### config.mk
export PLATFORM = sky130hd
export DESIGN_NAME = timeout_framed_command_decoder_core
export DESIGN_NICKNAME = d
export VERILOG_FILES = /design/src/tfcd_pkg.sv /design/src/tfcd_frame_ram.sv /design/src/timeout_framed_command_decoder_core.sv
export SDC_FILE = /design/constraint.sdc
export NUM_CORES = 1
export LEC_CHECK = 0
export ABC_AREA = 1
export BUFFER_PORTS_ARGS = -buffer_cell sky130_fd_sc_hd__buf_2
export CORE_ASPECT_RATIO = 0.8
export CORE_UTILIZATION = 35
export DETAILED_ROUTE_END_ITERATION = 8
export SETUP_SLACK_MARGIN = 0.4
export SYNTH_ARGS = -nofsm -noshare
export SYNTH_HDL_FRONTEND = slang
export SYNTH_SLANG_ARGS = --single-unit
### constraint.sdc
create_clock -name clk_i -period 12.5 [get_ports clk_i]
set_input_delay 1.875 -clock clk_i [delete_from_list [all_inputs] [get_ports clk_i]]
set_output_delay 1.875 -clock clk_i [all_outputs]
set_load 0.01 [all_outputs]
### src/tfcd_pkg.sv
`default_nettype none

package tfcd_pkg;

  // Configuration port geometry
  localparam int CfgIdxW  = 2;
  localparam int CfgDataW = 16;

  // Register indexes
  localparam logic [CfgIdxW-1:0] CFG_CLOSE_TIMEOUT   = 2'd0;
  localparam logic [CfgIdxW-1:0] CFG_PAYLOAD_HANDLER = 2'd1;

  // Register reset values
  localparam logic [15:0] CLOSE_TIMEOUT_RESET = 16'd60;

  // Command codes reported on the result channel
  localparam logic [3:0] CMD_UNKNOWN     = 4'd0;
  localparam logic [3:0] CMD_PAUSE       = 4'd1;
  localparam logic [3:0] CMD_ON          = 4'd2;
  localparam logic [3:0] CMD_OFF         = 4'd3;
  localparam logic [3:0] CMD_SELECT_BOT  = 4'd4;
  localparam logic [3:0] CMD_BOT_REJECT  = 4'd5;
  localparam logic [3:0] CMD_SET_PAYLOAD = 4'd6;
  localparam logic [3:0] CMD_SET_IGNORED = 4'd7;
  localparam logic [3:0] CMD_RESET       = 4'd8;

  // Command patterns, matched by prefix in index order
  localparam int NumPat   = 6;
  localparam int PAT_IX_PAUSE = 0;
  localparam int PAT_IX_ON    = 1;
  localparam int PAT_IX_OFF   = 2;
  localparam int PAT_IX_BOT   = 3;
  localparam int PAT_IX_SET   = 4;
  localparam int PAT_IX_RESET = 5;

  // Byte 0 of a pattern sits in element 0 (rightmost in the concatenation)
  typedef logic [7:0][7:0] pat_t;

  localparam pat_t PAT_TBL [NumPat] = '{
    {8'h00, 8'h00, 8'h00, "E", "S", "U", "A", "P"},
    {8'h00, 8'h00, 8'h00, 8'h00, 8'h00, 8'h00, "N", "O"},
    {8'h00, 8'h00, 8'h00, 8'h00, 8'h00, "F", "F", "O"},
    {8'h00, 8'h00, 8'h00, 8'h00, "=", "T", "O", "B"},
    {8'h00, 8'h00, 8'h00, 8'h00, "=", "T", "E", "S"},
    {8'h00, 8'h00, 8'h00, "T", "E", "S", "E", "R"}
  };

  localparam logic [2:0] PAT_LEN [NumPat] = '{3'd5, 3'd2, 3'd3, 3'd4, 3'd4, 3'd5};

  // Position of the bot letter after "BOT="
  localparam logic [2:0] BOT_BYTE_POS = 3'd4;
  localparam logic [7:0] BOT_BASE     = "a";

  typedef struct packed {
    logic        byte_present;
    logic [7:0]  rx_byte;
    logic [31:0] now_ms;
  } in_item_t;

  typedef struct packed {
    logic [3:0] command_code;
    logic [4:0] bot_index;
    logic [7:0] payload_byte;
    logic       payload_valid;
    logic       last_of_run;
  } out_item_t;

  typedef enum logic [1:0] {
    ST_RUN,
    ST_PAY_RD,
    ST_PAY_OUT
  } state_e;

endpackage

`default_nettype wire

### src/tfcd_frame_ram.sv
`default_nettype none

module tfcd_frame_ram #(
  parameter int Depth = 25
) (
  input  wire logic                     clk_i,
  input  wire logic                     we_i,
  input  wire logic [$clog2(Depth)-1:0] waddr_i,
  input  wire logic [7:0]               wdata_i,
  input  wire logic                     re_i,
  input  wire logic [$clog2(Depth)-1:0] raddr_i,
  output      logic [7:0]               rdata_o
);

  logic [7:0] mem_q [Depth];

  // Write port
  always_ff @(posedge clk_i) begin
    if (we_i) begin
      mem_q[waddr_i] <= wdata_i;
    end
  end

  // Registered read port, holds while not read
  always_ff @(posedge clk_i) begin
    if (re_i) begin
      rdata_o <= mem_q[raddr_i];
    end
  end

endmodule

`default_nettype wire

### src/timeout_framed_command_decoder_core.sv
`default_nettype none

// Timeout-framed command decoder. Each input item is one poll with an optional
// received byte and the current millisecond time. One poll is taken per clock
// cycle while the result register is free; a result that waits unaccepted
// holds off the next poll. The first byte opens a frame, and up to FRAME_BYTES
// bytes go into a frame memory (later bytes are dropped). Once close_timeout_ms
// have passed since the first byte (32-bit wrapping difference) the frame
// closes, the byte of that poll included, and is matched by prefix against
// PAUSE, ON, OFF, BOT=, SET= and RESET. Prefix matches and the bot letter are
// tracked as the bytes arrive, so every command but a SET= payload run gives
// its single result in the poll that closes the frame. A SET= run with a
// payload consumer reads the payload bytes back from the frame memory, each
// byte read and then loaded into the output register, and takes no poll
// until the last byte is loaded; an output stall holds the run. The memory
// needs no clearing after reset.
module timeout_framed_command_decoder_core #(
  parameter int FRAME_BYTES   = 25,
  parameter int MAX_BOT_INDEX = 15
) (
  input  wire logic                          clk_i,
  input  wire logic                          rst_ni,
  input  wire logic                          cfg_we_i,
  input  wire logic [tfcd_pkg::CfgIdxW-1:0]  cfg_index_i,
  input  wire logic [tfcd_pkg::CfgDataW-1:0] cfg_data_i,
  input  wire logic                          in_valid_i,
  output      logic                          in_ready_o,
  input  wire tfcd_pkg::in_item_t            in_data_i,
  output      logic                          out_valid_o,
  input  wire logic                          out_ready_i,
  output      tfcd_pkg::out_item_t           out_data_o
);

  localparam int AW = $clog2(FRAME_BYTES);
  localparam int LW = $clog2(FRAME_BYTES + 1);
  localparam logic [LW-1:0] LenMax   = LW'(FRAME_BYTES);
  localparam logic [LW-1:0] PayStart = LW'(tfcd_pkg::PAT_LEN[tfcd_pkg::PAT_IX_SET]);
  localparam logic [7:0]    BotMax   = 8'(MAX_BOT_INDEX);

  // Configuration registers
  logic [15:0] timeout_q;
  logic        handler_q;

  // Frame state and control
  tfcd_pkg::state_e state_q, state_d;
  logic [LW-1:0]               len_q, len_d;
  logic                        open_q, open_d;
  logic [31:0]                 start_q, start_d;
  logic [tfcd_pkg::NumPat-1:0] ok_q, ok_d, hit;
  logic [7:0]                  bot_byte_q, bot_byte_d;
  logic [AW-1:0]               rd_ptr_q;
  logic                        out_valid_q;
  tfcd_pkg::out_item_t         out_q, res;

  logic        out_free, accept, store, close_now, pay_run, pay_last;
  logic        load_out, clear_frame, rd_en;
  logic [31:0] elapsed;
  logic [7:0]  bot_diff;
  logic        bot_ok;
  logic [7:0]  rd_data;

  // Configuration writes
  always_ff @(posedge clk_i or negedge rst_ni) begin
    if (!rst_ni) begin
      timeout_q <= tfcd_pkg::CLOSE_TIMEOUT_RESET;
      handler_q <= 1'b0;
    end else if (cfg_we_i) begin
      if (cfg_index_i == tfcd_pkg::CFG_CLOSE_TIMEOUT) begin
        timeout_q <= cfg_data_i[15:0];
      end else if (cfg_index_i == tfcd_pkg::CFG_PAYLOAD_HANDLER) begin
        handler_q <= cfg_data_i[0];
      end
    end
  end

  // Handshake
  assign out_free   = !out_valid_q || out_ready_i;
  assign in_ready_o = (state_q == tfcd_pkg::ST_RUN) && out_free;
  assign accept     = in_valid_i && in_ready_o;
  assign store      = accept && in_data_i.byte_present && (len_q < LenMax);

  // Frame update for this poll
  assign len_d      = store ? len_q + LW'(1) : len_q;
  assign open_d     = open_q || store;
  assign start_d    = open_q ? start_q : in_data_i.now_ms;
  assign elapsed    = in_data_i.now_ms - start_d;
  assign close_now  = accept && open_d && (elapsed >= {16'd0, timeout_q});
  assign bot_byte_d = (store && len_q == LW'(tfcd_pkg::BOT_BYTE_POS)) ?
                      in_data_i.rx_byte : bot_byte_q;

  // Track each pattern's prefix match as bytes arrive
  always_comb begin
    for (int p = 0; p < tfcd_pkg::NumPat; p++) begin
      ok_d[p] = ok_q[p];
      if (store && len_q < LW'(tfcd_pkg::PAT_LEN[p])) begin
        ok_d[p] = ok_q[p] &&
                  (in_data_i.rx_byte == tfcd_pkg::PAT_TBL[p][len_q[2:0]]);
      end
      hit[p] = ok_d[p] && (len_d >= LW'(tfcd_pkg::PAT_LEN[p]));
    end
  end

  // Bot letter check
  assign bot_diff = bot_byte_d - tfcd_pkg::BOT_BASE;
  assign bot_ok   = (len_d > LW'(tfcd_pkg::BOT_BYTE_POS)) &&
                    (bot_byte_d >= tfcd_pkg::BOT_BASE) && (bot_diff <= BotMax);

  // Payload run bookkeeping
  assign pay_last = ((LW'(rd_ptr_q) + LW'(1)) == len_q);
  assign pay_run  = !hit[tfcd_pkg::PAT_IX_PAUSE] && !hit[tfcd_pkg::PAT_IX_ON] &&
                    !hit[tfcd_pkg::PAT_IX_OFF] && !hit[tfcd_pkg::PAT_IX_BOT] &&
                    hit[tfcd_pkg::PAT_IX_SET] && handler_q && (len_d > PayStart);

  // Next state
  always_comb begin
    state_d = state_q;
    unique case (state_q)
      tfcd_pkg::ST_RUN: begin
        if (close_now && pay_run) begin
          state_d = tfcd_pkg::ST_PAY_RD;
        end
      end
      tfcd_pkg::ST_PAY_RD: begin
        state_d = tfcd_pkg::ST_PAY_OUT;
      end
      tfcd_pkg::ST_PAY_OUT: begin
        if (out_free) begin
          state_d = pay_last ? tfcd_pkg::ST_RUN : tfcd_pkg::ST_PAY_RD;
        end
      end
      default: state_d = tfcd_pkg::ST_RUN;
    endcase
  end

  // Outputs of the state machine: result selection and strobes
  always_comb begin
    res          = '0;
    res.last_of_run = 1'b1;
    load_out     = 1'b0;
    clear_frame  = 1'b0;
    rd_en        = 1'b0;
    unique case (state_q)
      tfcd_pkg::ST_RUN: begin
        priority if (hit[tfcd_pkg::PAT_IX_PAUSE]) begin
          res.command_code = tfcd_pkg::CMD_PAUSE;
        end else if (hit[tfcd_pkg::PAT_IX_ON]) begin
          res.command_code = tfcd_pkg::CMD_ON;
        end else if (hit[tfcd_pkg::PAT_IX_OFF]) begin
          res.command_code = tfcd_pkg::CMD_OFF;
        end else if (hit[tfcd_pkg::PAT_IX_BOT]) begin
          if (bot_ok) begin
            res.command_code = tfcd_pkg::CMD_SELECT_BOT;
            res.bot_index    = bot_diff[4:0];
          end else begin
            res.command_code = tfcd_pkg::CMD_BOT_REJECT;
          end
        end else if (hit[tfcd_pkg::PAT_IX_SET]) begin
          res.command_code = handler_q ? tfcd_pkg::CMD_SET_PAYLOAD :
                                         tfcd_pkg::CMD_SET_IGNORED;
        end else if (hit[tfcd_pkg::PAT_IX_RESET]) begin
          res.command_code = tfcd_pkg::CMD_RESET;
        end else begin
          res.command_code = tfcd_pkg::CMD_UNKNOWN;
        end
        load_out    = close_now && !pay_run;
        clear_frame = close_now && !pay_run;
      end
      tfcd_pkg::ST_PAY_RD: begin
        rd_en = 1'b1;
      end
      tfcd_pkg::ST_PAY_OUT: begin
        res.command_code  = tfcd_pkg::CMD_SET_PAYLOAD;
        res.payload_byte  = rd_data;
        res.payload_valid = 1'b1;
        res.last_of_run   = pay_last;
        load_out          = out_free;
        clear_frame       = out_free && pay_last;
      end
      default: begin
        res = '0;
      end
    endcase
  end

  // Control registers
  always_ff @(posedge clk_i or negedge rst_ni) begin
    if (!rst_ni) begin
      state_q     <= tfcd_pkg::ST_RUN;
      len_q       <= '0;
      open_q      <= 1'b0;
      start_q     <= '0;
      ok_q        <= '1;
      out_valid_q <= 1'b0;
      rd_ptr_q    <= '0;
    end else begin
      state_q <= state_d;
      // Drop the frame once its last result is loaded
      if (clear_frame) begin
        len_q  <= '0;
        open_q <= 1'b0;
        ok_q   <= '1;
      end else if (accept) begin
        len_q   <= len_d;
        open_q  <= open_d;
        start_q <= start_d;
        ok_q    <= ok_d;
      end
      // Advance the payload read pointer
      if (close_now && pay_run) begin
        rd_ptr_q <= AW'(PayStart);
      end else if (state_q == tfcd_pkg::ST_PAY_OUT && out_free && !pay_last) begin
        rd_ptr_q <= rd_ptr_q + AW'(1);
      end
      // Output register valid
      if (load_out) begin
        out_valid_q <= 1'b1;
      end else if (out_ready_i) begin
        out_valid_q <= 1'b0;
      end
    end
  end

  // Payload registers
  always_ff @(posedge clk_i) begin
    if (accept) begin
      bot_byte_q <= bot_byte_d;
    end
    if (load_out) begin
      out_q <= res;
    end
  end

  tfcd_frame_ram #(
    .Depth (FRAME_BYTES)
  ) u_frame_ram (
    .clk_i   (clk_i),
    .we_i    (store),
    .waddr_i (len_q[AW-1:0]),
    .wdata_i (in_data_i.rx_byte),
    .re_i    (rd_en),
    .raddr_i (rd_ptr_q),
    .rdata_o (rd_data)
  );

  assign out_valid_o = out_valid_q;
  assign out_data_o  = out_q;

  // Frame length stays within the memory
  a_len_bound: assert property (@(posedge clk_i) disable iff (!rst_ni)
    len_q <= LenMax)
    else $error("frame length beyond frame memory");

  // Open flag agrees with a nonempty frame
  a_open_len: assert property (@(posedge clk_i) disable iff (!rst_ni)
    open_q == (len_q != '0))
    else $error("open flag and frame length disagree");

  // Payload reads stay inside the stored frame
  a_rd_in_frame: assert property (@(posedge clk_i) disable iff (!rst_ni)
    (state_q != tfcd_pkg::ST_RUN) |-> (LW'(rd_ptr_q) < len_q))
    else $error("payload read beyond frame length");

  // Last payload byte loaded clears the frame and resumes polling
  a_run_end: assert property (@(posedge clk_i) disable iff (!rst_ni)
    (state_q == tfcd_pkg::ST_PAY_OUT && out_free && pay_last) |=>
    (len_q == '0 && state_q == tfcd_pkg::ST_RUN && out_valid_q))
    else $error("payload run did not end cleanly");

endmodule

`default_nettype wire
## After elaboration in Yosys (flattened, before gate mapping)

Memories as Yosys holds them, arrays and structs flattened. A register that Yosys moved wholly into a read port is not among the register bits.
Cells that the tools add are included.
W data, S select, Z words.

- Bits in registers: 96
- RAM bits: 200
- Memory bits (read-only): 384
- Output and inout bits: 21
- Word-level logic and storage cells: 158
- Memories: 7

Memory list:

| name | words | bits a word | rd ports | clocked after memory_dff | write ports | RTL line | source |
|---|---|---|---|---|---|---|---|
| u_frame_ram.mem_q | 25 | 8 | 1 | 1 | 1 | tfcd_frame_ram.sv:15 | `logic [7:0] mem_q [Depth];` |
| (no name shown) | 8 | 8 | 1 | 0 | 0 | timeout_framed_command_decoder_core.sv:97 | `(in_data_i.rx_byte == tfcd_pkg::PAT_TBL[p][len_q[2:0]]);` |
| (no name shown) | 8 | 8 | 1 | 0 | 0 | timeout_framed_command_decoder_core.sv:97 |  |
| (no name shown) | 8 | 8 | 1 | 0 | 0 | timeout_framed_command_decoder_core.sv:97 |  |
| (no name shown) | 8 | 8 | 1 | 0 | 0 | timeout_framed_command_decoder_core.sv:97 |  |
| (no name shown) | 8 | 8 | 1 | 0 | 0 | timeout_framed_command_decoder_core.sv:97 |  |
| 1 more memories | - | - | - | - | - | - |  |

- $add $sub $neg: 4
- Order comparisons: 14
- Equality and inequality tests: 13
- Muxes and demuxes: 44
- Bitwise operators: 5
- Reduce and logical (&&, ||, !) cells: 56

Operators with widths:

| kind | count |
|---|---|
| $mux W8 | 7 |
| $eq A8 B8 Y1 | 6 |
| $logic_and A1 B1 Y1 | 36 |
| $ge A32 B16 Y1 | 1 |
| $mux W32 | 1 |
| $sub A32 B32 Y32 | 1 |
| $mux W5 | 5 |
| $mux W4 | 6 |
| $pmux W10 S2 | 1 |
| $mux W1 | 16 |
| $mux W6 | 2 |
| $add A5 B1 Y5 const B | 2 |
| $ge A5 B2 Y1 const B | 2 |
| $ge A5 B3 Y1 const B | 2 |
| $lt A5 B2 Y1 const B | 2 |
| $lt A5 B3 Y1 const B | 2 |
| $ge A8 B7 Y1 const B | 1 |
| $le A8 B4 Y1 const B | 1 |
| $pmux W4 S2 | 1 |
| $sub A8 B7 Y8 const B | 1 |
| $logic_not A1 Y1 | 7 |
| $pmux W2 S3 | 1 |
| $reduce_and A2 Y1 | 3 |
| $reduce_bool A2 Y1 | 3 |
| other kinds (17) | 26 |

## Logic depth before layout (Yosys ltp)

- Depth in word-level cells: 21
- Depth in mapped cells: 30

## Modules after synthesis

Synthesis repeated with hierarchy kept, for this count alone.

- Cells, all modules: 2,087
- Area total of the unflattened synthesis: 17,148.9 µm²

Modules (own cells, without submodules):

| module | times used | cells each | area each (µm²) | sequential area each (µm²) |
|---|---|---|---|---|
| tfcd_frame_ram | 1 | 839 | 8,926.1 | 6,246.0 |
| timeout_framed_command_decoder_core | 1 | 1,248 | 8,222.9 | 2,549.9 |

## Worst setup path before layout

Ideal clock, no wire load.

- Path kind: input port to flip-flop
- From: in in_data_i[6] in the netlist's numbering
- To: reg out_q (netlist bit out_data_o[0]) (enable)
- Setup time: 0.386 ns
- Arrival: 4.753 ns
- Required time: 12.114 ns
- Slack: 7.361 ns
- Stages: 23
- Buffers on the path: 1
- Cell sequence: o21ai_0 > ha_1 > nand2_1 > nand2_1 > inv_1 > nand2_1 > nand2_1 > nand3_1 > nand2_1 > nand3_1 > xor2_1 > ha_1 > inv_1 > nor3_1 > a211oi_1 > nand3_1 > nor2_1 > nand3_1 > nor2_1 > nand2_1 > nand3_4 > buf_2 > nand2_1

- Cells in the longest elaborated chain, start to end: 6

RTL lines:

| element | RTL line | source |
|---|---|---|
| from (decl) | timeout_framed_command_decoder_core.sv:28 | `input wire tfcd_pkg::in_item_t in_data_i,` |
| $mux W32 | timeout_framed_command_decoder_core.sv:85 | `assign start_d = open_q ? start_q : in_data_i.now_ms;` |
| $sub A32 B32 Y32 (*) | timeout_framed_command_decoder_core.sv:86 | `assign elapsed = in_data_i.now_ms - start_d;` |
| $ge A32 B16 Y1 (*) | timeout_framed_command_decoder_core.sv:87 | `assign close_now = accept && open_d && (elapsed >= {16'd0, timeout_q});` |
| $logic_and A1 B1 Y1 (*) | timeout_framed_command_decoder_core.sv:87 |  |
| $logic_and A1 B1 Y1 (*) | timeout_framed_command_decoder_core.sv:165 | `load_out = close_now && !pay_run;` |
| $pmux W1 S2 (*) | timeout_framed_command_decoder_core.sv:142 | `unique case (state_q)` |
| net load_out | timeout_framed_command_decoder_core.sv:56 | `logic load_out, clear_frame, rd_en;` |
| to (signal assigned) | timeout_framed_command_decoder_core.sv:229 | `out_q <= res;` |
| to (decl) | timeout_framed_command_decoder_core.sv:53 | `tfcd_pkg::out_item_t out_q, res;` |

The timed path passes the listed nets; every way through them passes the cells marked *.
A chain may end at the register's enable or synchronous reset.

## Worst setup path after layout

- From: in in_data_i[4] in the netlist's numbering
- To: reg start_q[10]

- Cells in the longest elaborated chain, start to end: 8

RTL lines:

| element | RTL line | source |
|---|---|---|
| $mux W32 | timeout_framed_command_decoder_core.sv:85 |  |
| $sub A32 B32 Y32 (*) | timeout_framed_command_decoder_core.sv:86 |  |
| $ge A32 B16 Y1 (*) | timeout_framed_command_decoder_core.sv:87 |  |
| $logic_and A1 B1 Y1 (*) | timeout_framed_command_decoder_core.sv:87 |  |
| $logic_and A1 B1 Y1 (*) | timeout_framed_command_decoder_core.sv:166 | `clear_frame = close_now && !pay_run;` |
| $pmux W1 S2 (*) | timeout_framed_command_decoder_core.sv:142 |  |
| $not A1 Y1 (no line) (*) | - |  |
| $reduce_and A2 Y1 (no line) (*) | - |  |
| to (signal assigned) | timeout_framed_command_decoder_core.sv:205 | `start_q <= start_d;` |
| to (decl) | timeout_framed_command_decoder_core.sv:48 | `logic [31:0] start_q, start_d;` |

Mark *: on every way between the ends. The rest lies on a longest branch, timed or not.

==> flow_summary.ini <==
[global_route]
grt_overflow_total = 0
grt_pass1_vias = 12200
gr-usage-all-layers = 0.183
antenna_found_initial = 1
grt_pass1_wl_mm = 69.1
grt_max_degree = 98

[floorplan]
dieArea_sq_um = 48000
ioPinCount = 85
rows = 70
start_util = 0.358
die_y_microns = 196
die-width_microns = 245
core_area_sq_um = 46100

[timing]
slew_headroom = 0.283
rsz0062_at_grt = false
fin_crit_sh = 0.477
min_period_ps = 5970
finalHoldViolCount = 0
finalMaxSlewViolations = 0
setup_viol = 0
fmax_ghz = 0.168
fin_tns_setup_ps = 0
worst_slew_pin_slew_ps = 1070
skew_ps = 18.6

[setup_path]
critPathMaxFanout = 37
crit_required_ps = 12980
critPathLaunchType = primary input
r2r_setup_slack_ps = 6550
slowest_stage = nand3_2
critical_path_buf_inv_count = 2
r2r_start = open_q
critical-path-max-stage-delay_ps = 790
cpMostUsedCell = nand2_1
path_class = primary input to flip-flop
r2r_cells = 26
crit_path_end_kind = flip-flop
reg2reg_to = start_q[10]
crit_family = simple AND/OR/NAND/NOR gates
cp_data_arrival_time_ps = 6440

[logic_synthesis]
synth.top_cell.area_share = 0.428
synth_cells = 1867
avgSynthCellArea_sq_um = 8.83
ys_ff_latch = 304
synth_fp_nets = 1993
ys_seq_area_frac = 0.533
yosys.cell_types.count = 55
synth_area_leaders = edfxtp_1 43%, nand2_1 9.5%, dfrtp_1 9.0%
syn_area_sq_um = 16500
ys_warn_count = 0
synth_area_leader_cell = edfxtp_1

[drt]
post-route-drc-count = 0
viasPerCell = 5.00
routed-via-count = 12793
dr.pass1.iters = 5
drt_wl_total_mm = 43.8
final_antenna_net_count = 0
wire_per_inst_microns = 17.1
drt-initial-drc-count = 1331

[pwr]
cellPowerDensity_nw_per_um2 = 247
cellLeakagePower_uw = 0.00801
p_total_uw = 4550
ir_worst_vdd_uv = 133
internal_power_uw = 2540
combPwrFrac = 0.491
p_sw_uw = 2020
power_frac_clock = 0.205
switching_share = 0.443
power_frac_seq = 0.304

[clock_network]
cts_max_path_buffers = 3
cts_root_buf = clkbuf_16
clock_latency_ps = 600
clk_pin_slew_ps = 60
htree_levels = 1
clock_sinks = 304
cts_tree = yes
hold_buffers = 0
cts_setup_buffers = 0
ctsResizeCount = 0
cts_buffers = 31

[final_layout]
antenna_cells = 0
finalNetCount = 2050
area_delta_synth_final_pct = 11.9
drive_gt1_frac = 0.113
utilization = 0.401

[worst_hold_path]
holdPathEnd = start_q[9]
hold_class = flip-flop to flip-flop
hold-path-cell-count = 2
hp-start = start_q[9]

[placement]
hpwlAfterDp_mm = 29.5
port_buffers = 84
gp_congestion = 0.881

[job]
maxCapViolCount = 0

[status]
status = finished, final reports clean
## synthesized netlist by cell type, drive strengths merged
cell type	count
ha	61
clkbuf	56
dfrtp	59
edfxtp	235
nor2	256
a21boi	5
a21o	2
inv	231
and2	1
nor4	3
clkinv	4
or2	37
nor3	11
nand2	427
o21a	2
o31ai	1
conb	1
o21ai	184
dfstp	10
o211ai	4
fa	1
o221ai	27
nand3b	4
a21oi	51
nand4	40
o21bai	4
buf	14
nand3	77
a311oi	1
a31oi	2
xnor2	2
a211oi	1
o22ai	24
xor2	27
and3	2
## placed cells by master, fill, tap and decap left out, drive strengths merged, types with 37 or more instances in the layout
master    n
nor2    256
buf      94
ha       61
or2      37
nand3    77
dfrtp    59
o21ai   184
nand2   427
inv     237
edfxtp  235
nand4    40
a21oi    51
clkbuf   39
## per-layer routing
metal	global-route usage	up-vias	routed length (microns)	share of wire
li1	-	6355	-	-
met1	0.269	6020	21100	0.48
met2	0.281	364	19000	0.43
met3	0.0337	52	2900	0.066
met4	0.0380	2	784	0.018
met5	0	-	13	0.00030
## power by group through the flow
stage               clock network, uW  logic (uW)  registers (uW)
finish                            935        2240            1380
global route                      994        2540            1400
CTS                               958        2230            1380
detailed placement                  0        2220            1400
global placement                    0        2200            1400
floorplan                           0        1630            1370
## state kept, by name (all words and copies together) (netlist names)
register             count
u_frame_ram.mem_q      200
start_q                 32
out_data_o              19
timeout_q               16
bot_byte_q               8
u_frame_ram.rdata_o      8
ok_q                     6
len_q                    5
rd_ptr_q                 5
state_q                  2
handler_q                1
open_q                   1
out_valid_o              1
## cell families after synthesis
group	after synthesis	synth area share
simple gates	858	0.224
compound gates	308	0.106
buf+inv	305	0.0731
flops	304	0.533
fa+ha+maj	62	0.0475
xor+xnor	29	0.0154
other cells	1	0.000227
## worst max path at each step
stage	startpoint	to	slack (ps)	depth (start not counted)
after floorplan	in_data_i[6]	out_data_o[0]	7360	23
after global placement	in_data_i[9]	start_q[9]	6070	23
after detailed placement	in_data_i[9]	start_q[1]	6010	23
after CTS	open_q	start_q[19]	6610	26
after global routing	open_q	start_q[23]	5900	26
final	in_data_i[4]	start_q[10]	6530	25
## final cells by class
type,count,area [sq um]
Timing Repair Buffer,94,498
Clock inverter,19,200
Sequential cell,304,8800
Multi-Input combinational cell,1258,6490
Clock buffer,39,816
Inverter,235,891
Tap cell,612,766
Fill cell,4607,27600
## through the flow
stage | hold WS (ps) | area [sq um] | instances | worst slack [ps]
after floorplan | 434 | 16500 | 1867 | 7360
after global placement | 451 | 17400 | 2503 | 6070
after detailed placement | 453 | 17400 | 2503 | 6010
after CTS | 469 | 18500 | 2561 | 6610
after global routing | 479 | 18500 | 2561 | 5900
final | 465 | 18500 | 2561 | 6530
## tightest hold or removal path: stages, from the launching register on
cell and delay, ps:
dfrtp_1 330, nand2_1 50, nand2_1 50
No activity file was read; power rests on OpenSTA's default activity.
